<file path="src/rtl/core/i2cms_pkg.sv">
// Shared types, codes and defaults of the I2C master register sequencer.
package i2cms_pkg;

  localparam int REG_MAX_DEF  = 4;
  localparam int TX_DEPTH_DEF = 256;

  // Largest read length in bytes.
  localparam int RX_MAX = 256;

  typedef enum logic [2:0] {
    FN_LOAD_REG,
    FN_LOAD_DATA,
    FN_REQUEST,
    FN_START_DONE,
    FN_TX_SEL,
    FN_BYTE_SENT,
    FN_RX_SEL,
    FN_BYTE_RCVD
  } func_t;

  localparam logic [1:0] KIND_WRITE = 2'd0;
  localparam logic [1:0] KIND_CMD   = 2'd1;
  localparam logic [1:0] KIND_READ  = 2'd2;

  typedef struct packed {
    func_t      func;
    logic [1:0] kind;
    logic [6:0] write_addr;
    logic [6:0] read_addr;
    logic [2:0] reg_count;
    logic [8:0] data_count;
    logic [7:0] load_index;
    logic [7:0] data_byte;
  } in_item_t;

  typedef struct packed {
    logic       status;
    logic       gen_start;
    logic       addr_valid;
    logic [6:0] addr_value;
    logic       addr_read;
    logic       send_valid;
    logic [7:0] send_value;
    logic       gen_stop;
    logic       ack_enable;
    logic       rx_valid;
    logic [7:0] rx_value;
    logic [7:0] rx_index;
  } out_item_t;

endpackage

</file>
<file path="src/rtl/core/i2cms_if.sv">
// Valid/ready channel interfaces for sequencer items and results.
interface i2cms_in_if;
  logic       valid;
  logic       ready;
  logic [2:0] func;
  logic [1:0] kind;
  logic [6:0] write_addr;
  logic [6:0] read_addr;
  logic [2:0] reg_count;
  logic [8:0] data_count;
  logic [7:0] load_index;
  logic [7:0] data_byte;

  modport source (
    output valid, func, kind, write_addr, read_addr, reg_count, data_count,
           load_index, data_byte,
    input  ready
  );
  modport sink (
    input  valid, func, kind, write_addr, read_addr, reg_count, data_count,
           load_index, data_byte,
    output ready
  );
endinterface

interface i2cms_out_if;
  logic       valid;
  logic       ready;
  logic       status;
  logic       gen_start;
  logic       addr_valid;
  logic [6:0] addr_value;
  logic       addr_read;
  logic       send_valid;
  logic [7:0] send_value;
  logic       gen_stop;
  logic       ack_enable;
  logic       rx_valid;
  logic [7:0] rx_value;
  logic [7:0] rx_index;

  modport source (
    output valid, status, gen_start, addr_valid, addr_value, addr_read,
           send_valid, send_value, gen_stop, ack_enable, rx_valid, rx_value,
           rx_index,
    input  ready
  );
  modport sink (
    input  valid, status, gen_start, addr_valid, addr_value, addr_read,
           send_valid, send_value, gen_stop, ack_enable, rx_valid, rx_value,
           rx_index,
    output ready
  );
endinterface

</file>
<file path="src/rtl/core/i2cms_ram.sv">
// Generic single-write, single-read RAM with registered read data.
module i2cms_ram #(
  parameter int WIDTH = 8,
  parameter int DEPTH = 256,
  localparam int AW = (DEPTH > 1) ? $clog2(DEPTH) : 1
) (
  input  logic             clk,
  input  logic             we,
  input  logic [AW-1:0]    waddr,
  input  logic [WIDTH-1:0] wdata,
  input  logic [AW-1:0]    raddr,
  output logic [WIDTH-1:0] rdata
);

  logic [WIDTH-1:0] mem [DEPTH];

  always_ff @(posedge clk) begin
    if (we) begin
      mem[waddr] <= wdata;
    end
    rdata <= mem[raddr];
  end

endmodule

</file>
<file path="src/rtl/core/i2c_master_register_sequencer_unit.sv">
// Top level of the I2C master register-transaction sequencer.
// The item sits in the input register, and its result loads into the
// result register once that register is free or being emptied.
// Throughput: one item per cycle; an item enters while the previous result
// waits, and the pipeline stalls only when the result register is held.
// Reset (rst, synchronous): phase to idle, counters and addresses to zero,
// valid flags cleared; the register and data byte stores are not cleared.
module i2c_master_register_sequencer_unit
  import i2cms_pkg::*;
#(
  parameter int REG_MAX  = REG_MAX_DEF,
  parameter int TX_DEPTH = TX_DEPTH_DEF
) (
  input logic        clk,
  input logic        rst,
  i2cms_in_if.sink   req,
  i2cms_out_if.source rsp
);

  // Widths of the store indexes and of the position/length counters.
  localparam int RW  = (REG_MAX > 1) ? $clog2(REG_MAX) : 1;
  localparam int RPW = $clog2(REG_MAX + 1);
  localparam int AW  = (TX_DEPTH > 1) ? $clog2(TX_DEPTH) : 1;
  localparam int DPW = $clog2(((TX_DEPTH > RX_MAX) ? TX_DEPTH : RX_MAX) + 1);

  typedef enum logic [2:0] {
    PH_IDLE,
    PH_WRITE,
    PH_CMD,
    PH_TXREG,
    PH_RX
  } phase_t;

  // Input register.
  in_item_t iq;
  logic     iq_valid;

  // Transaction state.
  phase_t         phase, phase_next;
  logic [6:0]     slave_write_addr, slave_write_addr_next;
  logic [6:0]     slave_read_addr, slave_read_addr_next;
  logic [RPW-1:0] reg_pos, reg_pos_next;
  logic [RPW-1:0] reg_len, reg_len_next;
  logic [DPW-1:0] data_pos, data_pos_next;
  logic [DPW-1:0] data_len, data_len_next;

  // Register byte store; read at the running position and at entry zero.
  logic [7:0] reg_store [REG_MAX];

  // Data byte store read port and registered write forward.
  logic          tx_we;
  logic [AW-1:0] tx_waddr;
  logic [AW-1:0] tx_raddr;
  logic [7:0]    tx_rdata;
  logic [7:0]    tx_byte;
  logic          fwd_hit;
  logic [7:0]    fwd_byte;

  logic          reg_we;
  logic          fire;
  out_item_t     res;
  logic [DPW-1:0] data_pos_inc;
  logic [DPW-1:0] dcount_ext;

  // A transfer into the result register happens whenever the input register
  // holds an item and the result register is free or being emptied this cycle.
  assign fire      = iq_valid && (!rsp.valid || rsp.ready);
  assign req.ready = !iq_valid || fire;

  assign data_pos_inc = data_pos + DPW'(1);
  assign dcount_ext   = DPW'(iq.data_count);
  assign tx_waddr     = AW'(iq.load_index);
  assign tx_byte      = fwd_hit ? fwd_byte : tx_rdata;

  // Keep the store reading the byte at the position that holds next cycle.
  assign tx_raddr = fire ? data_pos_next[AW-1:0] : data_pos[AW-1:0];

  i2cms_ram #(
    .WIDTH (8),
    .DEPTH (TX_DEPTH)
  ) u_tx_ram (
    .clk   (clk),
    .we    (tx_we),
    .waddr (tx_waddr),
    .wdata (iq.data_byte),
    .raddr (tx_raddr),
    .rdata (tx_rdata)
  );

  // Per-item decision: one pass over the registered item and the state.
  always_comb begin
    res                   = '0;
    phase_next            = phase;
    slave_write_addr_next = slave_write_addr;
    slave_read_addr_next  = slave_read_addr;
    reg_pos_next          = reg_pos;
    reg_len_next          = reg_len;
    data_pos_next         = data_pos;
    data_len_next         = data_len;
    reg_we                = 1'b0;
    tx_we                 = 1'b0;

    unique case (iq.func) inside
      FN_LOAD_REG: begin
        reg_we = fire && (32'(iq.load_index) < REG_MAX);
      end
      FN_LOAD_DATA: begin
        tx_we = fire && (32'(iq.load_index) < TX_DEPTH);
      end
      FN_REQUEST: begin
        if (phase != PH_IDLE) begin
          res.status = 1'b1;
        end else if (iq.kind == KIND_WRITE || iq.kind == KIND_CMD ||
                     iq.kind == KIND_READ) begin
          slave_write_addr_next = iq.write_addr;
          slave_read_addr_next  = iq.read_addr;
          reg_pos_next          = '0;
          reg_len_next          = (32'(iq.reg_count) > REG_MAX) ?
                                  RPW'(REG_MAX) : RPW'(iq.reg_count);
          data_pos_next         = '0;
          res.gen_start         = 1'b1;
          res.ack_enable        = 1'b1;
          case (iq.kind)
            KIND_WRITE: begin
              phase_next    = PH_WRITE;
              data_len_next = (32'(iq.data_count) > TX_DEPTH) ?
                              DPW'(TX_DEPTH) : dcount_ext;
            end
            KIND_CMD: begin
              phase_next    = PH_CMD;
              data_len_next = '0;
            end
            default: begin
              // Read: a count of zero means one byte, cap at the read limit.
              phase_next = PH_TXREG;
              if (dcount_ext == '0) begin
                data_len_next = DPW'(1);
              end else if (32'(iq.data_count) > RX_MAX) begin
                data_len_next = DPW'(RX_MAX);
              end else begin
                data_len_next = dcount_ext;
              end
            end
          endcase
        end
      end
      FN_START_DONE: begin
        if (phase == PH_WRITE || phase == PH_CMD || phase == PH_TXREG) begin
          res.addr_valid = 1'b1;
          res.addr_value = slave_write_addr;
        end else if (phase == PH_RX) begin
          res.addr_valid = 1'b1;
          res.addr_value = slave_read_addr;
          res.addr_read  = 1'b1;
        end
      end
      FN_TX_SEL, FN_BYTE_SENT: begin
        if (phase == PH_CMD && iq.func == FN_TX_SEL) begin
          // Command: first register byte only, then stop.
          if (reg_len != '0) begin
            res.send_valid = 1'b1;
            res.send_value = reg_store[0];
          end
          res.gen_stop = 1'b1;
          phase_next   = PH_IDLE;
        end else if (phase == PH_WRITE || phase == PH_TXREG) begin
          if (reg_pos < reg_len) begin
            res.send_valid = 1'b1;
            res.send_value = reg_store[reg_pos[RW-1:0]];
            reg_pos_next   = reg_pos + RPW'(1);
          end else if (phase == PH_WRITE) begin
            if (data_pos < data_len) begin
              res.send_valid = 1'b1;
              res.send_value = tx_byte;
              data_pos_next  = data_pos_inc;
            end else begin
              res.gen_stop = 1'b1;
              phase_next   = PH_IDLE;
            end
          end else begin
            // Register part of a read done: repeated start.
            res.gen_start = 1'b1;
            phase_next    = PH_RX;
          end
        end
      end
      FN_RX_SEL: begin
      end
      FN_BYTE_RCVD: begin
        if (phase == PH_RX) begin
          res.rx_valid  = 1'b1;
          res.rx_value  = iq.data_byte;
          res.rx_index  = data_pos[7:0];
          if (data_pos_inc >= data_len) begin
            res.gen_stop = 1'b1;
            phase_next   = PH_IDLE;
          end else begin
            res.ack_enable = 1'b1;
          end
          data_pos_next = data_pos_inc;
        end
      end
    endcase
  end

  // Register byte store writes.
  always_ff @(posedge clk) begin
    if (reg_we) begin
      reg_store[RW'(iq.load_index)] <= iq.data_byte;
    end
  end

  // State, input register and result register.
  always_ff @(posedge clk) begin
    if (rst) begin
      iq_valid         <= 1'b0;
      rsp.valid        <= 1'b0;
      phase            <= PH_IDLE;
      slave_write_addr <= '0;
      slave_read_addr  <= '0;
      reg_pos          <= '0;
      reg_len          <= '0;
      data_pos         <= '0;
      data_len         <= '0;
      fwd_hit          <= 1'b0;
    end else begin
      // Forward a store write that lands on the address being read.
      fwd_hit <= tx_we && (tx_waddr == tx_raddr);

      if (req.ready) begin
        iq_valid <= req.valid;
      end

      if (fire) begin
        rsp.valid        <= 1'b1;
        phase            <= phase_next;
        slave_write_addr <= slave_write_addr_next;
        slave_read_addr  <= slave_read_addr_next;
        reg_pos          <= reg_pos_next;
        reg_len          <= reg_len_next;
        data_pos         <= data_pos_next;
        data_len         <= data_len_next;
      end else if (rsp.ready) begin
        rsp.valid <= 1'b0;
      end
    end

    fwd_byte <= iq.data_byte;

    if (req.valid && req.ready) begin
      iq.func       <= func_t'(req.func);
      iq.kind       <= req.kind;
      iq.write_addr <= req.write_addr;
      iq.read_addr  <= req.read_addr;
      iq.reg_count  <= req.reg_count;
      iq.data_count <= req.data_count;
      iq.load_index <= req.load_index;
      iq.data_byte  <= req.data_byte;
    end

    if (fire) begin
      rsp.status     <= res.status;
      rsp.gen_start  <= res.gen_start;
      rsp.addr_valid <= res.addr_valid;
      rsp.addr_value <= res.addr_value;
      rsp.addr_read  <= res.addr_read;
      rsp.send_valid <= res.send_valid;
      rsp.send_value <= res.send_value;
      rsp.gen_stop   <= res.gen_stop;
      rsp.ack_enable <= res.ack_enable;
      rsp.rx_valid   <= res.rx_valid;
      rsp.rx_value   <= res.rx_value;
      rsp.rx_index   <= res.rx_index;
    end
  end

`ifndef NO_ASSERTIONS
  // A request arriving mid-transaction is rejected.
  a_busy_reject: assert property (@(posedge clk) disable iff (rst)
    fire && iq.func == FN_REQUEST && phase != PH_IDLE |=> rsp.valid && rsp.status)
    else $error("busy request not rejected");

  // A stop always ends the transaction.
  a_stop_idle: assert property (@(posedge clk) disable iff (rst)
    fire && res.gen_stop |=> phase == PH_IDLE)
    else $error("stop issued without returning to idle");

  // Positions never run past their lengths.
  a_pos_bound: assert property (@(posedge clk) disable iff (rst)
    data_pos <= data_len && reg_pos <= reg_len)
    else $error("position beyond length");

  // At most one of address, byte send and received byte per result.
  a_one_action: assert property (@(posedge clk) disable iff (rst)
    rsp.valid |-> $countones({rsp.addr_valid, rsp.send_valid, rsp.rx_valid}) <= 1)
    else $error("conflicting bus actions in one result");
`endif

endmodule
</file>
<file path="src/flat_wrapper.sv">
// flat-port wrapper written by rule: the top's interface ports become plain ports
module i2c_master_register_sequencer_unit_flat import i2cms_pkg::*;
#(
  parameter int REG_MAX  = REG_MAX_DEF,
  parameter int TX_DEPTH = TX_DEPTH_DEF
)
  (clk, rst, req_valid, req_func, req_kind, req_write_addr, req_read_addr, req_reg_count, req_data_count, req_load_index, req_data_byte, req_ready, rsp_valid, rsp_status, rsp_gen_start, rsp_addr_valid, rsp_addr_value, rsp_addr_read, rsp_send_valid, rsp_send_value, rsp_gen_stop, rsp_ack_enable, rsp_rx_valid, rsp_rx_value, rsp_rx_index, rsp_ready);
  i2cms_in_if req_i ();
  i2cms_out_if rsp_i ();
  input logic clk;
  input logic rst;
  input wire logic [$bits(req_i.valid)-1:0] req_valid;
  input wire logic [$bits(req_i.func)-1:0] req_func;
  input wire logic [$bits(req_i.kind)-1:0] req_kind;
  input wire logic [$bits(req_i.write_addr)-1:0] req_write_addr;
  input wire logic [$bits(req_i.read_addr)-1:0] req_read_addr;
  input wire logic [$bits(req_i.reg_count)-1:0] req_reg_count;
  input wire logic [$bits(req_i.data_count)-1:0] req_data_count;
  input wire logic [$bits(req_i.load_index)-1:0] req_load_index;
  input wire logic [$bits(req_i.data_byte)-1:0] req_data_byte;
  output wire logic [$bits(req_i.ready)-1:0] req_ready;
  output wire logic [$bits(rsp_i.valid)-1:0] rsp_valid;
  output wire logic [$bits(rsp_i.status)-1:0] rsp_status;
  output wire logic [$bits(rsp_i.gen_start)-1:0] rsp_gen_start;
  output wire logic [$bits(rsp_i.addr_valid)-1:0] rsp_addr_valid;
  output wire logic [$bits(rsp_i.addr_value)-1:0] rsp_addr_value;
  output wire logic [$bits(rsp_i.addr_read)-1:0] rsp_addr_read;
  output wire logic [$bits(rsp_i.send_valid)-1:0] rsp_send_valid;
  output wire logic [$bits(rsp_i.send_value)-1:0] rsp_send_value;
  output wire logic [$bits(rsp_i.gen_stop)-1:0] rsp_gen_stop;
  output wire logic [$bits(rsp_i.ack_enable)-1:0] rsp_ack_enable;
  output wire logic [$bits(rsp_i.rx_valid)-1:0] rsp_rx_valid;
  output wire logic [$bits(rsp_i.rx_value)-1:0] rsp_rx_value;
  output wire logic [$bits(rsp_i.rx_index)-1:0] rsp_rx_index;
  input wire logic [$bits(rsp_i.ready)-1:0] rsp_ready;
  assign req_i.valid = req_valid;
  assign req_i.func = req_func;
  assign req_i.kind = req_kind;
  assign req_i.write_addr = req_write_addr;
  assign req_i.read_addr = req_read_addr;
  assign req_i.reg_count = req_reg_count;
  assign req_i.data_count = req_data_count;
  assign req_i.load_index = req_load_index;
  assign req_i.data_byte = req_data_byte;
  assign req_ready = req_i.ready;
  assign rsp_valid = rsp_i.valid;
  assign rsp_status = rsp_i.status;
  assign rsp_gen_start = rsp_i.gen_start;
  assign rsp_addr_valid = rsp_i.addr_valid;
  assign rsp_addr_value = rsp_i.addr_value;
  assign rsp_addr_read = rsp_i.addr_read;
  assign rsp_send_valid = rsp_i.send_valid;
  assign rsp_send_value = rsp_i.send_value;
  assign rsp_gen_stop = rsp_i.gen_stop;
  assign rsp_ack_enable = rsp_i.ack_enable;
  assign rsp_rx_valid = rsp_i.rx_valid;
  assign rsp_rx_value = rsp_i.rx_value;
  assign rsp_rx_index = rsp_i.rx_index;
  assign rsp_i.ready = rsp_ready;
  i2c_master_register_sequencer_unit #(.REG_MAX(REG_MAX), .TX_DEPTH(TX_DEPTH)) u_core (.clk(clk), .rst(rst), .req(req_i), .rsp(rsp_i));
endmodule
</file>
<file path="config.mk">
export PLATFORM = sky130hd
export DESIGN_NAME = i2c_master_register_sequencer_unit_flat
export DESIGN_NICKNAME = d
export VERILOG_FILES = /design/src/rtl/core/i2cms_pkg.sv /design/src/rtl/core/i2cms_if.sv /design/src/rtl/core/i2cms_ram.sv /design/src/rtl/core/i2c_master_register_sequencer_unit.sv /design/src/flat_wrapper.sv
export SDC_FILE = /design/constraint.sdc
export NUM_CORES = 2
export LEC_CHECK = 0
export BUFFER_PORTS_ARGS = -buffer_cell sky130_fd_sc_hd__buf_2
export CORE_MARGIN = 10
export CORE_UTILIZATION = 63
export DETAILED_ROUTE_END_ITERATION = 6
export GPL_TIMING_DRIVEN = 0
export PLACE_DENSITY = 0.76
export REMOVE_ABC_BUFFERS = 1
export SLEW_MARGIN = 20
export SYNTH_ARGS = -nofsm -noshare
export SYNTH_HDL_FRONTEND = slang
export SYNTH_HIERARCHICAL = 1
export SYNTH_SLANG_ARGS = --single-unit
</file>
<file path="constraint.sdc">
create_clock -name clk -period 4.9 [get_ports clk]
set_input_delay 0.49 -clock clk [delete_from_list [all_inputs] [get_ports clk]]
set_output_delay 0.49 -clock clk [all_outputs]
set_load 0.02 [all_outputs]
</file>
=== Word level (Yosys, flattened, before mapping) ===
Memories as Yosys holds them, arrays and structs flattened. A register that Yosys moved wholly into a read port is not among the register bits.
Index checks and enable logic that the tools add are counted.

* Flip-flop bits (word level): 138
* Latch bits: 0
* Bits in writable memories: 2080
* Bits in read-only memories: 0
* Output and inout bits: 41
* Logic and storage cells: 164
* Memories kept: 2

{| class="wikitable"
|+ Memory list
! name !! depth !! width !! rd ports !! clocked after Yosys merged registers in !! write ports !! RTL line !! source
|-
| u_core.u_tx_ram.mem || 256 || 8 || 1 || 1 || 1 || i2cms_ram.sv:15 || <nowiki>logic [WIDTH-1:0] mem [DEPTH];</nowiki>
|-
| u_core.reg_store || 4 || 8 || 2 || 1 || 1 || i2c_master_register_sequencer_unit.sv:48 || <nowiki>logic [7:0] reg_store [REG_MAX];</nowiki>
|}

* Add/sub/neg operators: 2
* Multiply operators: 0
* Div/mod/pow operators: 0
* Order comparisons: 6
* Equality and inequality tests: 26
* Shifts and indexed selects: 0
* Mux-type cells: 65
* Bitwise logic cells: 2
* Reductions and logical operators: 29

{| class="wikitable"
|+ Operator list
! cell !! count
|-
| 2-to-1 mux 9 bit || 14
|-
| 2-to-1 mux 3 bit || 15
|-
| 2-to-1 mux 10 bit || 3
|-
| case mux 9 bit (3 select lines) || 1
|-
| 2-to-1 mux 8 bit || 3
|-
| 2-to-1 mux 1 bit || 19
|-
| 2-to-1 mux 19 bit || 1
|-
| case mux 9 bit (2 select lines) || 1
|-
| == test 3 x 2 -> 1 bit, second input constant || 4
|-
| == test 3 bit, second input constant || 4
|-
| inequality test 2 bit, second input constant || 6
|-
| AND reduction 10 bit || 1
|-
| adder 9 x 1 -> 9 bit, second input constant || 1
|-
| greater-or-equal comparator 9 bit || 1
|-
| > comparator 9 bit, second input constant || 1
|-
| logical NOT 9 bit || 1
|-
| < comparator 9 bit || 1
|-
| case mux 3 bit (3 select lines) || 1
|-
| AND reduction 9 bit || 1
|-
| nonzero test 3 bit || 3
|-
| == test 8 bit || 1
|-
| < comparator 8 x 3 -> 1 bit, second input constant || 1
|-
| inequality test 2 x 1 -> 1 bit, second input constant || 4
|-
| logical OR 1 bit || 7
|-
| 23 further kinds || 35
|}

=== Longest topological paths before layout ===
* Depth after elaboration: 10
* Gate-level depth with buffers: 20
* Gate-level depth less buffers: 15

=== Hierarchy ===
The synthesis kept the hierarchy.

{| class="wikitable"
|+ Modules (own cells, without submodules)
! module !! times used !! cells each !! area each (um2) !! sequential area each (um2)
|-
| i2cms_ram || 1 || 3733 || 79556.3 || 61659.1
|-
| i2c_master_register_sequencer_unit || 1 || 582 || 7224.4 || 4624.4
|}

=== Worst setup path before layout ===
No wires, ideal clock.

* Kind: input to register
* Start: input rsp_ready
* End: register u_core.u_tx_ram.rdata[0], read port of u_core.u_tx_ram.mem
* Library setup time: 131 ps
* Arrival time: 4251 ps
* Path slack: 518 ps
* Stages: 14
* Buffers on the path: 2
* Cell sequence: nor2b_1 > nand2b_1 > inv_1 > a31oi_1 > a21o_1 > mux2i_1 > inv_1 > buf_6 > buf_6 > mux4_2 > mux4_2 > nor2b_1 > nor4_1 > nor4_2

* Longest elaborated chain between the ends: 3

{| class="wikitable"
|+ Ends and longest elaborated chain
! element !! RTL line !! source
|-
| start, declared || flat_wrapper.sv:35 || <nowiki>input wire logic [$bits(rsp_i.ready)-1:0] rsp_ready;</nowiki>
|-
| logical OR 1 bit || i2c_master_register_sequencer_unit.sv:67 || <nowiki>assign fire = iq_valid && (!rsp.valid || rsp.ready);</nowiki>
|-
| logical AND 1 bit || i2c_master_register_sequencer_unit.sv:67 ||
|-
| named net u_core.fire || i2c_master_register_sequencer_unit.sv:60 || <nowiki>logic fire;</nowiki>
|-
| 2-to-1 mux 8 bit || i2c_master_register_sequencer_unit.sv:76 || <nowiki>assign tx_raddr = fire ? data_pos_next[AW-1:0] : data_pos[AW-1:0];</nowiki>
|-
| named net u_core.tx_raddr[0] || i2c_master_register_sequencer_unit.sv:53 || <nowiki>logic [AW-1:0] tx_raddr;</nowiki>
|-
| end, declared || i2cms_ram.sv:12 || <nowiki>output logic [WIDTH-1:0] rdata</nowiki>
|}

The timed path passes the listed nets, and every way through them passes these cells.
A chain may end at the register's enable or synchronous reset.

=== Worst setup path in the final report ===
* Start: register u_core.data_len[1]
* End: register u_core.u_tx_ram.rdata[3], read port of u_core.u_tx_ram.mem

* Longest elaborated chain between the ends: 8

{| class="wikitable"
|+ Ends and longest elaborated chain
! element !! RTL line !! source
|-
| start, declared || i2c_master_register_sequencer_unit.sv:45 || <nowiki>logic [DPW-1:0] data_len, data_len_next;</nowiki>
|-
| start signal, assigned || i2c_master_register_sequencer_unit.sv:242 || <nowiki>data_len <= data_len_next;</nowiki>
|-
| < comparator 9 bit || i2c_master_register_sequencer_unit.sv:172 || <nowiki>if (data_pos < data_len) begin</nowiki>
|-
| 2-to-1 mux 9 bit || i2c_master_register_sequencer_unit.sv:172 ||
|-
| 2-to-1 mux 9 bit || i2c_master_register_sequencer_unit.sv:171 || <nowiki>end else if (phase == PH_WRITE) begin</nowiki>
|-
| 2-to-1 mux 9 bit || i2c_master_register_sequencer_unit.sv:167 || <nowiki>if (reg_pos < reg_len) begin</nowiki>
|-
| 2-to-1 mux 9 bit || i2c_master_register_sequencer_unit.sv:166 || <nowiki>end else if (phase == PH_WRITE || phase == PH_TXREG) begin</nowiki>
|-
| 2-to-1 mux 9 bit || i2c_master_register_sequencer_unit.sv:158 || <nowiki>if (phase == PH_CMD && iq.func == FN_TX_SEL) begin</nowiki>
|-
| case mux 9 bit (3 select lines) || i2c_master_register_sequencer_unit.sv:103 || <nowiki>unique case (iq.func) inside</nowiki>
|-
| 2-to-1 mux 8 bit || i2c_master_register_sequencer_unit.sv:76 ||
|-
| named net u_core.tx_raddr[3] || i2c_master_register_sequencer_unit.sv:53 ||
|}

The timed path passes the listed nets, and every way through them passes these cells. The select of a mux whose other input is x is not followed.

==> flow_summary.json <==
{
  "status": "finished, violations left",
  "failed_checks": "DRC, setup timing",
  "cts_buffers": 209,
  "post-route-period-util": 1.00,
  "peakVddDrop_mv": 0.365,
  "grt_max_degree": 57,
  "numPlacedInstances": 6105,
  "cts_tree": "yes",
  "wl_mm": 225,
  "skew_ns": 0.0324,
  "whs_path_depth": 2,
  "synth_area_um2": 86800,
  "yosys_most_used_dff": "edfxtp_1",
  "layout_min_cycle_time_ns": 4.92,
  "endpoint_kind": "flop",
  "gp_congestion": 0.847,
  "cellInternalPower_mw": 29.9,
  "clkTransAtPathRegs_ns": 0.06,
  "comb_power_share": 0.019,
  "slew_viol_final": 0,
  "finalInstanceArea_um2": 99900,
  "grt_use_total": 0.294,
  "die_area_um2": 153000,
  "grt_pass1_wl_mm": 326,
  "grt_pass1_vias": 46551,
  "fmax_ghz": 0.203,
  "clock_path_buffers": 3,
  "antenna_left": 0,
  "ys_seq_area_frac": 0.764,
  "dpl_cell_area_um2": 91200,
  "synthDistinctLibCells": 79,
  "slew_headroom": 0.262,
  "synth_edf_count": 2166,
  "hold_end": "u_core/data_len[6]",
  "rr_worst_depth": 16,
  "start_util": 0.633,
  "routed_via_density": 7.04,
  "dr.pass1.iters": 7,
  "clock_sinks": 2228,
  "final_hold_viol_count": 0,
  "drive_gt1_frac": 0.254,
  "p_sw_mw": 7.38,
  "ys_warn_count": 6,
  "p_sw_frac": 0.198,
  "p_per_area_nw_per_um2": 373,
  "post-place-ws_ns": -2.87,
  "p_seq_frac": 0.562,
  "r2r-start": "u_core/data_len[1]",
  "wl_per_cell_um": 34.0,
  "nets": 4713,
  "tightest_slew_ns": 1.11,
  "antenna_found_initial": 5,
  "route.vias.total": 46601,
  "rows": 136,
  "instances_no_fill": 6615,
  "synth-async-reset-ratio": 0,
  "dpl.hpwl_mm": 133,
  "drc": 1,
  "synth-seq-cells": 2228,
  "die_w_um": 391,
  "setup_slack_ns": -0.0154,
  "io_buffers": 91,
  "die_y_um": 391,
  "start_kind": "flop",
  "drv_cap": 0,
  "hold_path_startpoint": "rst",
  "postSynthAreaPerCell_um2": 20.1,
  "p_clk_frac": 0.419,
  "cp-startpoint": "u_core/data_len[1]",
  "cp.arrival_ns": 5.61,
  "cp.required_ns": 5.60,
  "ctsHtreeMaxLevel": 4,
  "dr.first_iter.drc_count": 6876,
  "worstReg2RegEnd": "u_core/u_tx_ram/rdata[3]",
  "clock-root-buffer": "clkbuf_16",
  "setup_viol": 2,
  "leakage_nw": 30.3,
  "reg2reg_setup_slack_ns": -0.02,
  "n_fill_cell": 7293,
  "crit_fanout": 40,
  "synthCells": 4315,
  "area_growth_pct": 15.1,
  "clk_latency_ns": 0.84,
  "core_um2": 137000,
  "gr-total-overflow": 0,
  "holdCritPathClass": "input port to flop",
  "pin_count": 92,
  "worstSetupPathType": "flop to flop"
}
==> worst max-delay path by stage <==
stage / end / slack [ns] / cells after the start
floorplan: u_core/u_tx_ram/rdata[1] / -20.08 / 13
global route: u_core/u_tx_ram/rdata[5] / -0.04 / 16
global placement: u_core/u_tx_ram/rdata[1] / -30.47 / 14
detailed placement: u_core/u_tx_ram/rdata[3] / -2.87 / 18
CTS: u_core/u_tx_ram/rdata[7] / 0.01 / 18
finish: u_core/u_tx_ram/rdata[3] / -0.02 / 16
==> flip-flops by register name, indices dropped and copies added, names as in the netlist, 7 cells and up, named ones only <==
name and flops:
u_core/iq 30, u_core/fwd_byte 8, u_core/u_tx_ram/mem 2048, u_core/rsp.rx_index 8, u_core/data_pos 9, u_core/dcount_ext 9, u_core/u_tx_ram/rdata 8, u_core/rsp.addr_value 7
u_core/rsp.rx_value 8, u_core/tx_waddr 8, u_core/data_len 9, u_core/slave_read_addr 7, u_core/reg_store 32, u_core/slave_write_addr 7, u_core/rsp.send_value 8
==> kinds of logic after synthesis <==
family | after synthesis | synth area share
compound gates | 489 | 0.0392
xor+xnor | 13 | 0.00131
fa+ha+maj | 22 | 0.00317
buf+inv | 277 | 0.0188
flops | 2228 | 0.764
mux | 609 | 0.137
simple gates | 677 | 0.0365
==> power by group through the flow <==
stage / Clock, mW / Combinational [mW] / Sequential, mW
finish: 15.6 / 0.695 / 21.0
global route: 16.5 / 0.728 / 21.0
CTS: 15.7 / 0.674 / 21.0
detailed placement: 0 / 0.628 / 21.4
global placement: 0 / 0.175 / 21.8
floorplan: 0 / 0.0804 / 21.6
==> layout make-up <==
cell class	count	area (um^2)	area share
sequential	2228	66300	0.663
multi-input combinational	1815	19800	0.198
clock buffer	265	5610	0.0561
timing repair buffer	365	4890	0.0490
tap	1794	2240	0.0225
clock inverter	121	956	0.00957
inverter	19	103	0.00103
timing repair inverter	2	17.5	0.000175
antenna	6	15.0	0.000150
==> metal layers <==
layer,vias up,track usage,share of wire
li1,18502,-,-
met1,23968,0.394,0.35
met2,3504,0.462,0.48
met3,625,0.0642,0.12
met4,2,0.144,0.052
met5,-,0,0.000058
==> cell usage after synthesis (19+ instances only) <==
master,n,area [um^2]
a22o_1,19,166
a22oi_1,140,1050
buf_6,22,248
nor3_1,39,195
nor4_1,30,188
nand2b_1,19,119
buf_2,36,180
mux4_2,462,10400
buf_4,27,203
a21oi_1,149,746
buf_1,26,97.6
nand3_1,45,225
o221ai_1,46,403
ha_1,22,275
o22ai_1,29,181
a211oi_1,20,150
clkbuf_1,126,473
dfxtp_1,62,1240
edfxtp_1,2166,65000
nand2_1,91,342
nor2b_1,50,313
nor2_1,328,1230
mux2i_1,144,1440
and2_1,22,138
==> timing repair <==
| item | 4_1_cts | 5_1_grt |
|---|---|---|
| resized for setup | 89 | 38 |
| buffers inserted | 21 | 21 |
| endpoints found under the setup margin | 8 | 8 |
| gates cloned | 22 | 5 |
| pin swaps | 15 | 20 |
| hold buffers | 49 | 0 |
| hold endpoints to repair | 49 | 0 |
==> stage by stage <==
stage	utilization	hold WS [ns]	TNS [ns]	total power, mW
3_3_place_gp	0.641	0.442	-	22.0
3_5_place_dp	0.665	0.449	-21.42	22.0
5_1_grt	0.728	0.291	-0.0864	38.2
4_1_cts	0.725	0.216	0	37.4
6_report	0.729	0.262	-0.0176	37.3
2_1_floorplan	-	0.426	-169.15	21.7
==> cell usage in the layout, fill, tap and decap left out, types with 58 or more instances in the layout <==
cell type  Yosys  final
mux2i_1      144    143
edfxtp_1    2166   2166
mux4_2       462    462
nor2_1       328    324
clkbuf_16      0    219
dfxtp_1       62     58
a21oi_1      149    145
buf_2         36     94
nand2_1       91     88
buf_8         13     89
a22oi_1      140    139
==> critical path, stage by stage, from the launching register on <==
cell and delay [ns]:
dfxtp_2 0.35, inv_2 0.04, ha_1 0.25, nor2b_1 0.13
o2111a_2 0.31, o31ai_4 0.27, a21oi_2 0.13, nand2b_1 0.30
a21oi_2 0.33, a21o_4 0.37, buf_16 0.30, nor2b_4 0.48
nand2_1 0.12, a311oi_1 0.45, o221ai_2 0.25, a211oi_2 0.52
nor4_2 0.10
No activity file was read; power rests on OpenSTA's default activity.
